**src/sv/ets_pkg.sv**
```systemverilog
// Shared types and constants of the tween slot engine.
package ets_pkg;

  localparam int unsigned VIDW      = 6;
  localparam int unsigned CMD_DEPTH = 2;
  localparam int unsigned RES_DEPTH = 4;
  localparam int unsigned DIV_STEPS = 16;

  localparam logic [16:0] Q_ONE = 17'h10000;
  localparam logic [17:0] Q_TWO = 18'h20000;

  // operation codes on the input port
  localparam logic [2:0] OPC_SET    = 3'd0;
  localparam logic [2:0] OPC_ADD    = 3'd1;
  localparam logic [2:0] OPC_CANCEL = 3'd2;
  localparam logic [2:0] OPC_TICK   = 3'd3;
  localparam logic [2:0] OPC_QUERY  = 3'd4;

  // easing curve codes
  localparam logic [3:0] CRV_LINEAR    = 4'd0;
  localparam logic [3:0] CRV_QUAD_IN   = 4'd1;
  localparam logic [3:0] CRV_QUAD_OUT  = 4'd2;
  localparam logic [3:0] CRV_QUAD_IO   = 4'd3;
  localparam logic [3:0] CRV_CUBIC_IN  = 4'd4;
  localparam logic [3:0] CRV_CUBIC_OUT = 4'd5;
  localparam logic [3:0] CRV_QUART_IN  = 4'd6;
  localparam logic [3:0] CRV_QUART_OUT = 4'd7;
  localparam logic [3:0] CRV_SMOOTH    = 4'd8;

  typedef enum logic [2:0] {
    OP_SET, OP_ADD, OP_CANCEL, OP_TICK, OP_QUERY, OP_NOP
  } op_e;

  typedef enum logic [1:0] {
    KIND_STATUS, KIND_UPDATE, KIND_DONE, KIND_QUIET
  } kind_e;

  typedef enum logic [4:0] {
    ST_CLEAR, ST_IDLE, ST_PREP, ST_DROP, ST_ADD, ST_QUERY, ST_DONE, ST_FLUSH,
    ST_TCHK, ST_TORG, ST_TEL, ST_TDIV, ST_TEINI, ST_TMUL, ST_TBL, ST_TSUM, ST_TWR
  } state_e;

  typedef struct packed {
    op_e                op;
    logic [31:0]        now;
    logic [VIDW-1:0]    var_id;
    logic signed [31:0] value;
    logic [31:0]        span;
    logic [31:0]        begin_t;
    logic               started;
    logic [7:0]         mode;
    logic               repl;
  } cmd_t;

  typedef struct packed {
    kind_e              kind;
    logic [VIDW-1:0]    var_id;
    logic signed [31:0] value;
    logic               busy;
    logic [31:0]        rem;
    logic               status;
    logic               last;
  } res_t;

  typedef struct packed {
    logic        start;
    logic [31:0] num;
    logic [31:0] den;
  } div_req_t;

  typedef struct packed {
    logic        done;
    logic [15:0] quot;
  } div_rsp_t;

endpackage

```
**src/sv/ets_front.sv**
```systemverilog
// Request decode and command queue in front of the sequencer.
module ets_front #(
  parameter int unsigned VARS = 64
) (
  input  logic                   clk_i,
  input  logic                   rst_ni,
  input  logic                   push_i,
  output logic                   full_o,
  input  logic [2:0]             operation_i,
  input  logic [31:0]            now_time_i,
  input  logic [5:0]             var_id_i,
  input  logic signed [31:0]     value_in_i,
  input  logic [31:0]            span_i,
  input  logic [31:0]            delay_i,
  input  logic [3:0]             curve_i,
  input  logic [3:0]             smooth_power_i,
  input  logic                   replace_old_i,
  output ets_pkg::cmd_t          cmd_o,
  output logic                   cmd_valid_o,
  input  logic                   cmd_pop_i
);

  localparam int unsigned PW = (ets_pkg::CMD_DEPTH > 1) ? $clog2(ets_pkg::CMD_DEPTH) : 1;
  localparam int unsigned NW = $clog2(ets_pkg::CMD_DEPTH + 1);

  ets_pkg::cmd_t cmd_in;
  ets_pkg::cmd_t q_q [ets_pkg::CMD_DEPTH];
  logic [PW-1:0] wptr_q, rptr_q;
  logic [NW-1:0] cnt_q;
  logic [32:0]   begin_sum;
  logic          wr, rd;

  function automatic logic [5:0] var_mod(input logic [5:0] v);
    logic [5:0] r;
    r = '0;
    for (int k = 0; k < 64; k++) begin
      if (v == 6'(k)) r = 6'(k % VARS);
    end
    return r;
  endfunction

  always_comb begin
    unique case (operation_i)
      ets_pkg::OPC_SET:    cmd_in.op = ets_pkg::OP_SET;
      ets_pkg::OPC_ADD:    cmd_in.op = ets_pkg::OP_ADD;
      ets_pkg::OPC_CANCEL: cmd_in.op = ets_pkg::OP_CANCEL;
      ets_pkg::OPC_TICK:   cmd_in.op = ets_pkg::OP_TICK;
      ets_pkg::OPC_QUERY:  cmd_in.op = ets_pkg::OP_QUERY;
      default:             cmd_in.op = ets_pkg::OP_NOP;
    endcase
    begin_sum       = {1'b0, now_time_i} + {1'b0, delay_i};
    cmd_in.now      = now_time_i;
    cmd_in.var_id   = var_mod(var_id_i);
    cmd_in.value    = value_in_i;
    cmd_in.span     = span_i;
    // saturate the start time
    cmd_in.begin_t  = begin_sum[32] ? 32'hFFFF_FFFF : begin_sum[31:0];
    cmd_in.started  = (delay_i == 32'd0);
    cmd_in.mode     = {smooth_power_i, curve_i};
    cmd_in.repl     = replace_old_i;
  end

  assign full_o      = (cnt_q == NW'(ets_pkg::CMD_DEPTH));
  assign cmd_valid_o = (cnt_q != '0);
  assign cmd_o       = q_q[rptr_q];
  assign wr          = push_i && !full_o;
  assign rd          = cmd_pop_i && cmd_valid_o;

  always_ff @(posedge clk_i) begin
    if (wr) q_q[wptr_q] <= cmd_in;
  end

  always_ff @(posedge clk_i or negedge rst_ni) begin
    if (!rst_ni) begin
      wptr_q <= '0;
      rptr_q <= '0;
      cnt_q  <= '0;
    end else begin
      if (wr) wptr_q <= (wptr_q == PW'(ets_pkg::CMD_DEPTH - 1)) ? '0 : wptr_q + 1'b1;
      if (rd) rptr_q <= (rptr_q == PW'(ets_pkg::CMD_DEPTH - 1)) ? '0 : rptr_q + 1'b1;
      cnt_q <= cnt_q + NW'(wr) - NW'(rd);
    end
  end

endmodule

```
**config.mk**
```make
export PLATFORM = sky130hd
export DESIGN_NAME = ets_front
export DESIGN_NICKNAME = d
export VERILOG_FILES = /design/src/sv/ets_pkg.sv /design/src/sv/ets_front.sv
export SDC_FILE = /design/constraint.sdc
export NUM_CORES = 1
export LEC_CHECK = 0
export BUFFER_PORTS_ARGS = -buffer_cell sky130_fd_sc_hd__buf_4
export CAP_MARGIN = 20
export CORE_MARGIN = 4
export CORE_UTILIZATION = 58
export CTS_CLUSTER_SIZE = 8
export DETAILED_ROUTE_END_ITERATION = 12
export GPL_TIMING_DRIVEN = 0
export PLACE_DENSITY = 0.94
export SLEW_MARGIN = 20
export SYNTH_ARGS = -nofsm -noshare
export SYNTH_HDL_FRONTEND = slang
export SYNTH_SLANG_ARGS = --single-unit
```
**constraint.sdc**
```tcl
create_clock -name clk_i -period 13.25 [get_ports clk_i]
set_input_delay 1.325 -clock clk_i [delete_from_list [all_inputs] [get_ports clk_i]]
set_output_delay 1.325 -clock clk_i [all_outputs]
set_load 0.05 [all_outputs]
```
## Yosys cells after proc, flatten, opt, wreduce, memory -nomap -nowiden

Memories as Yosys holds them, arrays and structs flattened.
Cells that the tools add are included.

- Memories kept: 1
- Output and inout bits: 149
- Memory bits (writable): 294
- Word-level logic and storage cells: 152
- Flip-flop bits (word level): 4
- Bits of input ports: 150

Memories:

| memory | depth | bits a word | rd ports | clocked after Yosys merged registers in | write ports | line | RTL |
|---|---|---|---|---|---|---|---|
| q_q | 2 | 147 | 1 | 0 | 1 | ets_front.sv:27 | `ets_pkg::cmd_t q_q [ets_pkg::CMD_DEPTH];` |

- Equal/unequal tests: 68
- Add/sub/neg operators: 5
- Mux-type cells: 69
- Reductions and logical operators: 6

Operator list:

| kind | number |
|---|---|
| two-way mux 6 bit | 62 |
| equality test 6 bit, second input constant | 32 |
| equality test 6 x 5 -> 1 bit, second input constant | 16 |
| equality test 6 x 4 -> 1 bit, second input constant | 8 |
| adder 32 x 32 -> 33 bit | 1 |
| zero test 32 bit | 1 |
| two-way mux 32 bit | 1 |
| equality test 6 x 3 -> 1 bit, second input constant | 4 |
| case mux 3 bit (5 select lines) | 1 |
| equality test 6 x 2 -> 1 bit, second input constant | 2 |
| equality test 3 x 2 -> 1 bit, second input constant | 2 |
| equality test 6 x 1 -> 1 bit, second input constant | 1 |
| two-way mux 1 bit | 5 |
| equality test 3 x 1 -> 1 bit, second input constant | 1 |
| equality test 3 bit, second input constant | 1 |
| zero test 3 bit | 1 |
| adder 1 bit, second input constant | 2 |
| adder 2 x 1 -> 2 bit | 1 |
| equality test 2 bit, second input constant | 1 |
| logical AND 1 bit | 2 |
| nonzero test 2 bit | 1 |
| subtractor 2 x 1 -> 2 bit | 1 |
| zero test 1 bit | 1 |

## Longest topological paths before layout

Gate-level depths: netlist of the first run.

- Word-level depth: 64
- Gate-level depth with buffers: 12
- Gate-level depth less buffers: 11

## Least setup slack after synthesis of the first run

OpenSTA, ideal clock, no wires.

- Path kind: input to register
- Start: input port push_i
- End: memory q_q[0][0] (netlist bit) (enable)
- Setup time: 0.655 ns
- Data arrival time: 7.522 ns
- Path slack: 5.072 ns
- Data required time: 12.595 ns
- Stages: 2
- Path buffers: 0
- Cell sequence: nand2_1 > nor2_1

- Cells in the longest elaborated chain, start to end: 3

RTL lines:

| element | line | RTL |
|---|---|---|
| from (decl) | ets_front.sv:7 | `input logic push_i,` |
| logical AND 1 bit | ets_front.sv:66 | `assign wr = push_i && !full_o;` |
| two-way mux 1 bit | ets_front.sv:70 | `if (wr) q_q[wptr_q] <= cmd_in;` |
| two-way mux 1 bit (not written as such) | ets_front.sv:70 |  |
| to (decl) | ets_front.sv:27 |  |

No other way between the ends.

==> results.md, run 1 <==
* Starting Density at 0.5979
* Tcrit/Tclk final at 0.3126
* Wirelength per Cell at 22.01 um
* Final Power at about 4100 uW
* Post-layout util at 0.7818
* Ys Warns at 0
* Final GP Congestion at a little under 0.9
* Slew headroom at 0.3946
* Final Hold Fails at 0
* Hold_sp: cnt_q[0]
* Ys flop type: edfxtp_1
* # hold bufs at CTS at 0
* CTS tree: built
* 1st-pass router iterations at 5
* DP Worst Slack at about 8800 ps
* Num rows at 53
* Final Worst Setup Slack at 9107 ps
* DP HPWL at roughly 22000 um
* Die height at 156.1 um
* Clk_lat worst skew at about 520 ps
* Leak at around 0.0063 uW
* CP startpoint: rptr_q
* DRC Markers at 0
* Critical Path, Cell by Cell: clkbuf_1 > clkbuf_1 > mux2_2 > buf_4
* Grt ovf at 0
* Via density at 5.775
* Final setup viols at 0
* Setup bufs post-CTS at 0
* Io pins at 299
* First-pass GRT wire length at approximately 46000 um
* Max clock buf depth at 3
* Root Driver: clkbuf_16
* Setup TNS at 0 ps
* Hold WC Path Type: flip-flop to flip-flop
* Clk pin slew, worst setup/hold paths at 50 ps
* Yosys reg bits at 298
* Total core area at ~21000 um2
* Cells after synthesis at between 700 and 800
* EDFF count, synth at just under 300
* Finished Cell Area at between 15000 and 20000 um2
* Fmax at ~0.24 GHz
* Area after DPL at between 15000 and 20000 um2
* H-tree Lvls at 2
* Synthesized Nets at roughly 950
* Worst slew pin tran at 885.2 ps
* Critical Path Sink Type: primary output
* Seq/Total Area, Yosys at 0.7015
* Die W at between 150 and 200 um
* Setup CP Type: flip-flop to primary output
* Die ar. at around 24000 um2
* Average cell area after synthesis at between 15 and 20 um2
* Area grow syn2layout at 30.75%
* Post-CTS resize count at 0
* Maxcap violations at 0
* Total number of vias at ~8000
* Detail Route Antenna Nets at 0
* Slew Viols, Final at 0
* Required @ worst endpoint at about 12000 ps
* Fin nets at ~1300
* RSZ-0062 raised after global routing: no
* Status: finished, final reports clean
* I/O Buffers at around 290
* Share of cells above drive strength 1 at 0.4566
* Crit start category: flip-flop
* Post-synthesis cell area at between 10000 and 15000 um2
* Worst VDD drop at approximately 0.22 mV
* Largest cells by area after synthesis: edfxtp_1, mux2_2, ha_1
* CP Max Fanout at 10
* R2r startpoint: cnt_q[1]
* CTS buffer count at 43
* Drt first-iter violations at roughly 500
* Crit path DAT at 2820 ps
* Initial antenna violation count at 1
* Pin count of the biggest net entering global routing at between 50 and 60
* Cell mode on critical path: clkbuf_1
* Total GRT Usage at 0.2413
* CP max-delay cell: clkbuf_1
* P per Cell Area at ~250 nW/um2
* Top-area cell type share of the netlist area at 0.6937
* WL final at roughly 30000 um
* Crit path largest cell delay at around 700 ps
* Period minus WS final at ~4100 ps
* Skew final at around 14 ps
* Async SR Flop Fraction at 0.01342
* Post-synth top area cell: edfxtp_1
* Vias in the first global route at about 8400
* Clock Sinks at approximately 300
* Cell variety after synth at 61
-- kinds of logic (layout without fill, tap and decap cells) --
group / Yosys count / count (layout) / synth area share
compound gates: 96 / 96 / 0.05633
xor+xnor: 25 / 25 / 0.01720
fa+ha+maj: 35 / 35 / 0.03500
buf+inv: 41 / 397 / 0.01307
flops: 298 / 298 / 0.7015
mux: 148 / 148 / 0.1308
other cells: 0 / 1 / 0
simple gates: 118 / 118 / 0.04601
-- per-layer routing --
metal	GRT usage	vias up	wire length (um)
met5	0	-	0
met4	0.08182	0	832
met3	0.05964	69	2677
met2	0.4303	408	15760
met1	0.2874	3912	11390
li1	-	3656	-
-- path summary, 6_finish.rpt --
check	cells after the start	slack, ps	end
worst max-delay path	4	9110	cmd_o[47]
worst min-delay path	1	580	cnt_q[0]
worst max register to register	6	11020	q_q[0][104]
worst min register to register	1	580	cnt_q[0]
max in group asynchronous	1	12530	cnt_q[0]
min in group asynchronous	1	600	wptr_q
-- critical path, delay by kind of cell (launching register included) --
kind,cells,cell delay (ps)
buffers and inverters,3,1460
flip-flops,1,390
multiplexers,1,440
-- cell type report --
class                      count  area (um2)
multi-input combinational    422        3645
inverter                      10       37.54
sequential                   298        8929
tap                          275       344.1
clock buffer                  53        1135
antenna                        1       2.502
fill                        1156        4646
buffer                        31       128.9
timing repair buffer         300        2390
clock inverter                 3       30.03
-- synth_stat cells, types with 3 or more instances --
| cell type | number |
|---|---|
| nand2b_1 | 6 |
| dfrtp_1 | 4 |
| edfxtp_1 | 294 |
| o21a_1 | 8 |
| nand2_1 | 39 |
| buf_1 | 4 |
| xor2_1 | 11 |
| xnor2_1 | 14 |
| nor3b_1 | 3 |
| buf_4 | 3 |
| nor2b_1 | 5 |
| inv_1 | 10 |
| a21o_1 | 13 |
| nor3_1 | 6 |
| nor4_1 | 8 |
| o21ai_1 | 3 |
| a21oi_1 | 23 |
| o21ai_0 | 15 |
| and3_1 | 6 |
| or3_1 | 3 |
| mux2_2 | 147 |
| ha_1 | 34 |
| nand4_1 | 3 |
| nor2_1 | 21 |
| clkbuf_1 | 23 |
| nand3_1 | 8 |
| o21bai_1 | 5 |
-- metrics by stage --
| stage | hold WS [ps] | cells |
|---|---|---|
| 2_1_floorplan | 460.4 | 761 |
| 3_3_place_gp | 480.3 | 1328 |
| 3_5_place_dp | 550.4 | 1336 |
| 4_1_cts | 587.5 | 1392 |
| 5_1_grt | 586.5 | 1393 |
| 6_report | 575.5 | 1393 |
-- cells in the final DEF (no fill, tap or decap), types with 3 or more instances in the layout --
master,instances
a21oi_1,23
nand2_1,39
and3_1,5
nor4_1,8
o21a_1,8
o21bai_1,5
xnor2_1,14
buf_1,4
nand2b_1,6
mux2_2,147
ha_1,34
edfxtp_1,294
nor3b_1,3
nand3_1,8
o21ai_1,3
xor2_1,11
a21o_1,13
nor2b_1,5
clkbuf_1,32
dfrtp_1,4
inv_1,10
nor2_1,20
nor3_1,6
o21ai_0,15
or3_1,3
buf_4,295
nand4_1,3
clkbuf_16,44
buf_16,5
buf_12,3
-- state kept, by name, indices dropped and copies added (netlist names) --
| signal | flops |
|---|---|
| wptr_q | 1 |
| q_q | 294 |
| cnt_q | 2 |
| rptr_q | 1 |
-- power breakdown --
| group | switching (uW) | total (uW) | internal (uW) |
|---|---|---|---|
| Combinational | 1230 | 1830 | 597 |
| Clock | 356 | 946 | 591 |
| Sequential | 51.4 | 1350 | 1300 |
Note: power is estimated with default switching activity, not from simulation.
==> inputs of run 2 (changes only) <==
--- a/config.mk
+++ b/config.mk
@@ -8,11 +8,11 @@
 export BUFFER_PORTS_ARGS = -buffer_cell sky130_fd_sc_hd__buf_4
 export CAP_MARGIN = 20
 export CORE_MARGIN = 4
-export CORE_UTILIZATION = 58
+export CORE_UTILIZATION = 49
 export CTS_CLUSTER_SIZE = 8
 export DETAILED_ROUTE_END_ITERATION = 12
 export GPL_TIMING_DRIVEN = 0
-export PLACE_DENSITY = 0.94
+export PLACE_DENSITY = 0.86
 export SLEW_MARGIN = 20
 export SYNTH_ARGS = -nofsm -noshare
 export SYNTH_HDL_FRONTEND = slang
==> constraint.sdc (replaced) <==
create_clock -name clk_i -period 3.8 [get_ports clk_i]
set_input_delay 0.38 -clock clk_i [delete_from_list [all_inputs] [get_ports clk_i]]
set_output_delay 0.38 -clock clk_i [all_outputs]
set_load 0.05 [all_outputs]
==> results.md, run 2 (same netlist as run 1, synthesis figures left out) <==
* Slew headroom at 0.3937 (-0.0008830)
* P per Cell Area at 859.0 nW/um2 (+250%)
* Vias in the first global route at 8577 (+2.3%)
* Final setup viols at 0 (unchanged)
* Final Hold Fails at 0 (unchanged)
* Setup TNS at 0 ps (unchanged)
* Share of cells above drive strength 1 at 0.4566 (unchanged)
* Period minus WS final at between 3000 and 4000 ps
* Crit path DAT at 2800 ps (-20 ps)
* Clk_lat worst skew at 520 ps (about the same)
* Commonest non-fill, non-tap cell in the layout: buf_4
* Critical Path Sink Type: primary output
* Required @ worst endpoint at 3420 ps (-8510 ps)
* Grt ovf at 0 (unchanged)
* Largest regs: q_q (294), cnt_q (2)
* Reg with most FFs: q_q
* Num rows at 58 (+9.4%)
* CTS buffer count at 43 (unchanged)
* DP HPWL at 22720 um (+3.6%)
* Wirelength per Cell at 21.43 um (-2.7%)
* CTS tree: built
* 1st-pass router iterations at 5 (unchanged)
* Io pins at 299 (unchanged)
* Max clock buf depth at 3 (unchanged)
* Tcrit/Tclk final at 0.8367
* CP Max Fanout at 10 (unchanged)
* Finished Cell Area at 16720 um2 (+0.45%)
* Final Power at 14360 uW (+250%)
* Area grow syn2layout at 31.34%
* Die W at 169.2 um (+8.3%)
* Clk pin slew, worst setup/hold paths at 50 ps (about the same)
* Total GRT Usage at 0.2122 (-0.02913)
* Crit path largest cell delay at 700 ps (about the same)
* Clock Sinks at 298 (unchanged)
* Flip-flop count of the largest register after layout at 294 (unchanged)
* Fmax at approximately 0.31 GHz
* Die ar. at 28620 um2 (+17%)
* Initial antenna violation count at 2 (+1)
* Status: finished, final reports clean
* RSZ-0062 raised after global routing: no
* Setup CP Type: flip-flop to primary output
* Critical Path, Cell by Cell: clkbuf_1 > clkbuf_1 > mux2_2 > buf_4
* Crit start category: flip-flop
* Area after DPL at 15540 um2 (+0.44%)
* Slew Viols, Final at 0 (unchanged)
* Total number of vias at 7928 (-1.5%)
* WL final at 31020 um (+1.2%)
* Fin nets at 1292 (+0.077%)
* CP delay by family, top: buffers and inverters
* Via density at 5.475 (-5.2%)
* CP max-delay cell: clkbuf_1
* Drt first-iter violations at 471 (-6.0%)
* I/O Buffers at 292 (unchanged)
* First-pass GRT wire length at 47190 um (+3.5%)
* Maxcap violations at 0 (unchanged)
* Final Worst Setup Slack at 620.5 ps (-8487 ps)
* CP startpoint: rptr_q
* Root Driver: clkbuf_16
* DRC Markers at 0 (unchanged)
* Finished Layout Cells at 1448 (+3.9%)
* Worst VDD drop at 0.7493 mV (+240%)
* Skew final at 20.96 ps (+6.972 ps)
* Total core area at 25400 um2 (+19%)
* Hold_sp: value_in_i[11]
* Worst slew pin tran at 909.4 ps (+24.21 ps)
* DP Cell Count at 1391 (+4.1%)
* Fillers at 1809 (+56%)
* Leak at 0.006352 uW (about the same)
* Die height at 169.2 um (+8.3%)
* Most frequent cells in the layout: buf_4, edfxtp_1, mux2_2
* Starting Density at 0.5011 (-0.09681)
* Hold WC Path Type: primary input to flip-flop
* Detail Route Antenna Nets at 0 (unchanged)
* R2r startpoint: cnt_q[1]
* Pin count of the biggest net entering global routing at 52 (-5.5%)
* Cell mode on critical path: clkbuf_1
* Final GP Congestion at 0.8541 (-2.1%)
* DP Worst Slack at 232.9 ps (-8604 ps)
* H-tree Lvls at 2 (unchanged)
* CP bufs+invs at 3 (unchanged)
-- run 2: changes by cell type in the layout (fill, tap and decap cells not counted), sizes merged --
cell         delta
clkbuf          -1
dlygate4sd3     +1
-- run 2: per-stage QoR --
| step | hold slack (ps) | util |
|---|---|---|
| global placement | 178.2 | 0.6040 |
| CTS | 25.14 | 0.6580 |
| floorplan | 84.41 | - |
| detailed placement | 180.2 | 0.6119 |
| global route | 29.02 | 0.6581 |
| finish | 46.01 | 0.6581 |
-- run 2: final timing paths --
kind	to	slack (ps)	cells past startpoint
max in group asynchronous	cnt_q[0]	3480	2
max reg2reg	q_q[1][106]	1560	4
min	q_q[1][85]	50	1
min in group asynchronous	cnt_q[1]	210	2
max	cmd_o[41]	620	4
min reg2reg	cnt_q[1]	500	1
-- run 2: worst reg2reg max path, cell delays in order (launching register included) --
cell      delay (ps)
dfrtp_1          390
nand2b_1         120
and3_4           690
buf_16           350
buf_16           310
-- run 2: final cells by class --
class                      instances  area [um2]  share of cell area
antenna                            1       2.502           0.0001497
clock buffer                      52        1131             0.06766
multi-input combinational        422        3645              0.2180
inverter                          10       37.54            0.002246
tap                              330       412.9             0.02470
clock inverter                     3       30.03            0.001796
buffer                            31       128.9            0.007710
timing repair buffer             301        2400              0.1436
sequential                       298        8929              0.5341
-- run 2: what timing repair did --
item / CTS / global route
hold endpoints to repair: 4 / 0
hold buffers: 1 / 0
resized for setup: 0 / 0
setup buffers: 0 / 0
-- run 2: per-layer routing --
metal	vias to the layer above	part of all wire	global-route usage
li1	3656	-	-
met4	2	0.026	0.06650
met1	3881	0.39	0.2569
met3	49	0.089	0.05917
met5	-	0.00055	0
met2	340	0.50	0.3709
-- run 2: where the power goes --
| part | internal [uW] | switching, uW | leakage (uW) |
|---|---|---|---|
| sequential | 4530 | 168 | 0.00275 |
| clock | 2060 | 1240 | 0.000567 |
| combinational | 2080 | 4290 | 0.00303 |
| total | 8660 | 5700 | 0.00635 |
==> inputs of run 3 (changes only) <==
--- a/config.mk
+++ b/config.mk
@@ -8,11 +8,11 @@
 export BUFFER_PORTS_ARGS = -buffer_cell sky130_fd_sc_hd__buf_4
 export CAP_MARGIN = 20
 export CORE_MARGIN = 4
-export CORE_UTILIZATION = 49
+export CORE_UTILIZATION = 54
 export CTS_CLUSTER_SIZE = 8
 export DETAILED_ROUTE_END_ITERATION = 12
 export GPL_TIMING_DRIVEN = 0
-export PLACE_DENSITY = 0.86
+export PLACE_DENSITY = 0.89
 export SLEW_MARGIN = 20
 export SYNTH_ARGS = -nofsm -noshare
 export SYNTH_HDL_FRONTEND = slang
==> constraint.sdc (replaced) <==
create_clock -name clk_i -period 2.94 [get_ports clk_i]
set_input_delay 0.294 -clock clk_i [delete_from_list [all_inputs] [get_ports clk_i]]
set_output_delay 0.294 -clock clk_i [all_outputs]
set_load 0.05 [all_outputs]
==> results.md, run 3 (same netlist as run 1, synthesis figures left out) <==
* WL final at 34190 um (+10%)
* H-tree Lvls at 2 (unchanged)
* Crit start category: primary input
* Area grow syn2layout at 40.70%
* Setup CP Type: primary input to flip-flop
* Clock Sinks at 298 (unchanged)
* CP delay by family, top: compound AO/OA/AOI/OAI gates
* Slew Viols, Final at 0 (unchanged)
* Wirelength per Cell at 22.16 um (+3.4%)
* Final Worst Setup Slack at 115.2 ps (-505.4 ps)
* Commonest non-fill, non-tap cell in the layout: buf_4
* Met3 wire len at 2977 um (+7.6%)
* Total core area at 22920 um2 (-9.8%)
* Starting Density at 0.5554 (+0.05431)
* Die height at 161.5 um (-4.5%)
* Total GRT Usage at 0.2555 (+0.04334)
* Drt first-iter violations at 662 (+41%)
* Slew headroom at 0.5011 (+0.1074)
* Final setup viols at 0 (unchanged)
* Total number of vias at 8555 (+7.9%)
* CP Max Fanout at 10 (unchanged)
* Root Driver: clkbuf_16
* Io pins at 299 (unchanged)
* Most frequent cells in the layout: buf_4, edfxtp_1, mux2_2
* Via density at 5.544 (+1.3%)
* Top sig layer: met5
* Worst slew pin tran at 729.5 ps (-179.9 ps)
* Min Hold Slack at 59.30 ps (+13.29 ps)
* DP Worst Slack at -430.1 ps (-663.1 ps)
* RSZ-0062 raised after global routing: no
* M1 WL at 12550 um (+4.9%)
* Initial antenna violation count at 1 (-1)
* Die W at 161.5 um (-4.5%)
* Flip-flop count of the largest register after layout at 294 (unchanged)
* DP HPWL at 22380 um (-1.5%)
* Final Power at 18940 uW (+32%)
* CTS buffer count at 43 (unchanged)
* Fillers at 1286 (-29%)
* Final Hold Fails at 0 (unchanged)
* Period minus WS final at ~2800 ps
* CP max-delay cell: dlygate4sd3_1
* Worst VDD drop at 0.7879 mV (+5.2%)
* Sequential cell area at 8929 um2 (unchanged)
* Crit path DAT at 3090 ps (+290 ps)
* Multi-input logic area at 3702 um2 (+1.6%)
* Final GP Congestion at 0.8577 (+0.42%)
* Critical Path, Cell by Cell: dlygate4sd3_1 > buf_4 > ha_4 > o2111ai_2 > a2111o_1 > a31o_1 > a31oi_4 > a41o_1 > nor2_4 > buf_4 > o41ai_2
* Num rows at 55 (-5.2%)
* Diode count at 0 (-1)
* P per Cell Area at 1058 nW/um2 (+23%)
* Largest regs: q_q (294), cnt_q (2)
* Tcrit/Tclk final at 0.9608
* Maxcap violations at 0 (unchanged)
* Detail Route Antenna Nets at 0 (unchanged)
* R2R Setup Slk at 820 ps (-740 ps)
* Die ar. at 26090 um2 (-8.8%)
* Vias in the first global route at 9139 (+6.6%)
* Crit path largest cell delay at 570 ps (-130 ps)
* Share of cells above drive strength 1 at 0.4268 (-0.02975)
* Pin count of the biggest net entering global routing at 50 (-3.8%)
* I/O Buffers at 292 (unchanged)
* 1st-pass router iterations at 5 (unchanged)
* Grt ovf at 0 (unchanged)
* First-pass GRT wire length at 51430 um (+9.0%)
* Leak at 0.006856 uW (+7.9%)
* Fin nets at 1406 (+8.8%)
* Clk_lat worst skew at 510 ps (about the same)
* Skew final at 13.72 ps (-7.245 ps)
* Reg with most FFs: q_q
* CTS tree: built
* Fmax at between 0.3 and 0.4 GHz
* DRC Markers at 0 (unchanged)
* Met2 wire length at 17830 um (+15%)
* Critical Path Sink Type: flip-flop
* Cell mode on critical path: buf_4
* Max clock buf depth at 3 (unchanged)
* Status: finished, final reports clean
* Required @ worst endpoint at 3210 ps (-210 ps)
* Hold WC Path Type: primary input to flip-flop
* Clk pin slew, worst setup/hold paths at 50 ps (about the same)
* CP bufs+invs at 3 (unchanged)
-- run 3: changes by cell type in the layout (fill, tap and decap cells not counted), moves of 2 or more --
| cell | change |
|---|---|
| buf_1 | -2 |
| clkbuf_1 | -3 |
| dlygate4sd3_1 | +111 |
| ha_4 | +2 |
| buf_2 | +2 |
| buf_4 | +2 |
| inv_6 | +2 |
| ha_1 | -2 |
-- run 3: per-stage QoR --
stage	area, um2	setup TNS (ps)	util	std cells
final	17910	0	0.7814	1543
after global routing	17910	0	0.7814	1543
after floorplan	12740	-37650	-	761
after global placement	15320	-353070	0.6686	1366
after detailed placement	15540	-19650	0.6783	1375
after CTS	17840	0	0.7784	1541
-- run 3: worst register-to-register path: stages (launching register included) --
cell      delay [ps]
dfrtp_1          400
nand2b_1         140
nand2_2          110
nor2_4           490
buf_16           250
buf_16           190
buf_12           220
-- run 3: path summary, 6_finish.rpt --
kind	startpoint	end	cells past startpoint
hold reg to reg	cnt_q[1]	cnt_q[1]	1
setup reg to reg	cnt_q[1]	q_q[0][98]	6
setup / recovery	now_time_i[14]	q_q[0][37]	11
hold / removal	operation_i[0]	q_q[0][144]	2
max in group asynchronous	rst_ni	rptr_q	2
min in group asynchronous	rst_ni	wptr_q	2
-- run 3: layer usage --
layer / up-vias / track usage
met5: - / 0
met4: 2 / 0.07328
met3: 63 / 0.07655
met2: 408 / 0.4589
met1: 4210 / 0.2977
li1: 3872 / -
-- run 3: final cells by class --
type | instances | area share
buffer | 31 | 0.007406
sequential | 298 | 0.4986
inverter | 10 | 0.002096
clock inverter | 4 | 0.003144
timing repair buffer | 415 | 0.1980
clock buffer | 50 | 0.06212
multi-input combinational | 422 | 0.2067
tap | 313 | 0.02187
-- run 3: power breakdown --
group          leakage [uW]  switching, uW  total (uW)  internal [uW]
Clock              0.000572           1640        4350           2710
Combinational       0.00353           5680        8500           2820
Sequential          0.00275            236        6090           5850
-- run 3: timing repair --
action | CTS | global route
resized for setup | 3 | 11
hold endpoints to repair | 226 | 0
setup buffers | 0 | 2
hold buffers | 112 | 0
setup endpoints to repair | 115 | 16
gates cloned | 0 | 0
pin swaps | 0 | 2
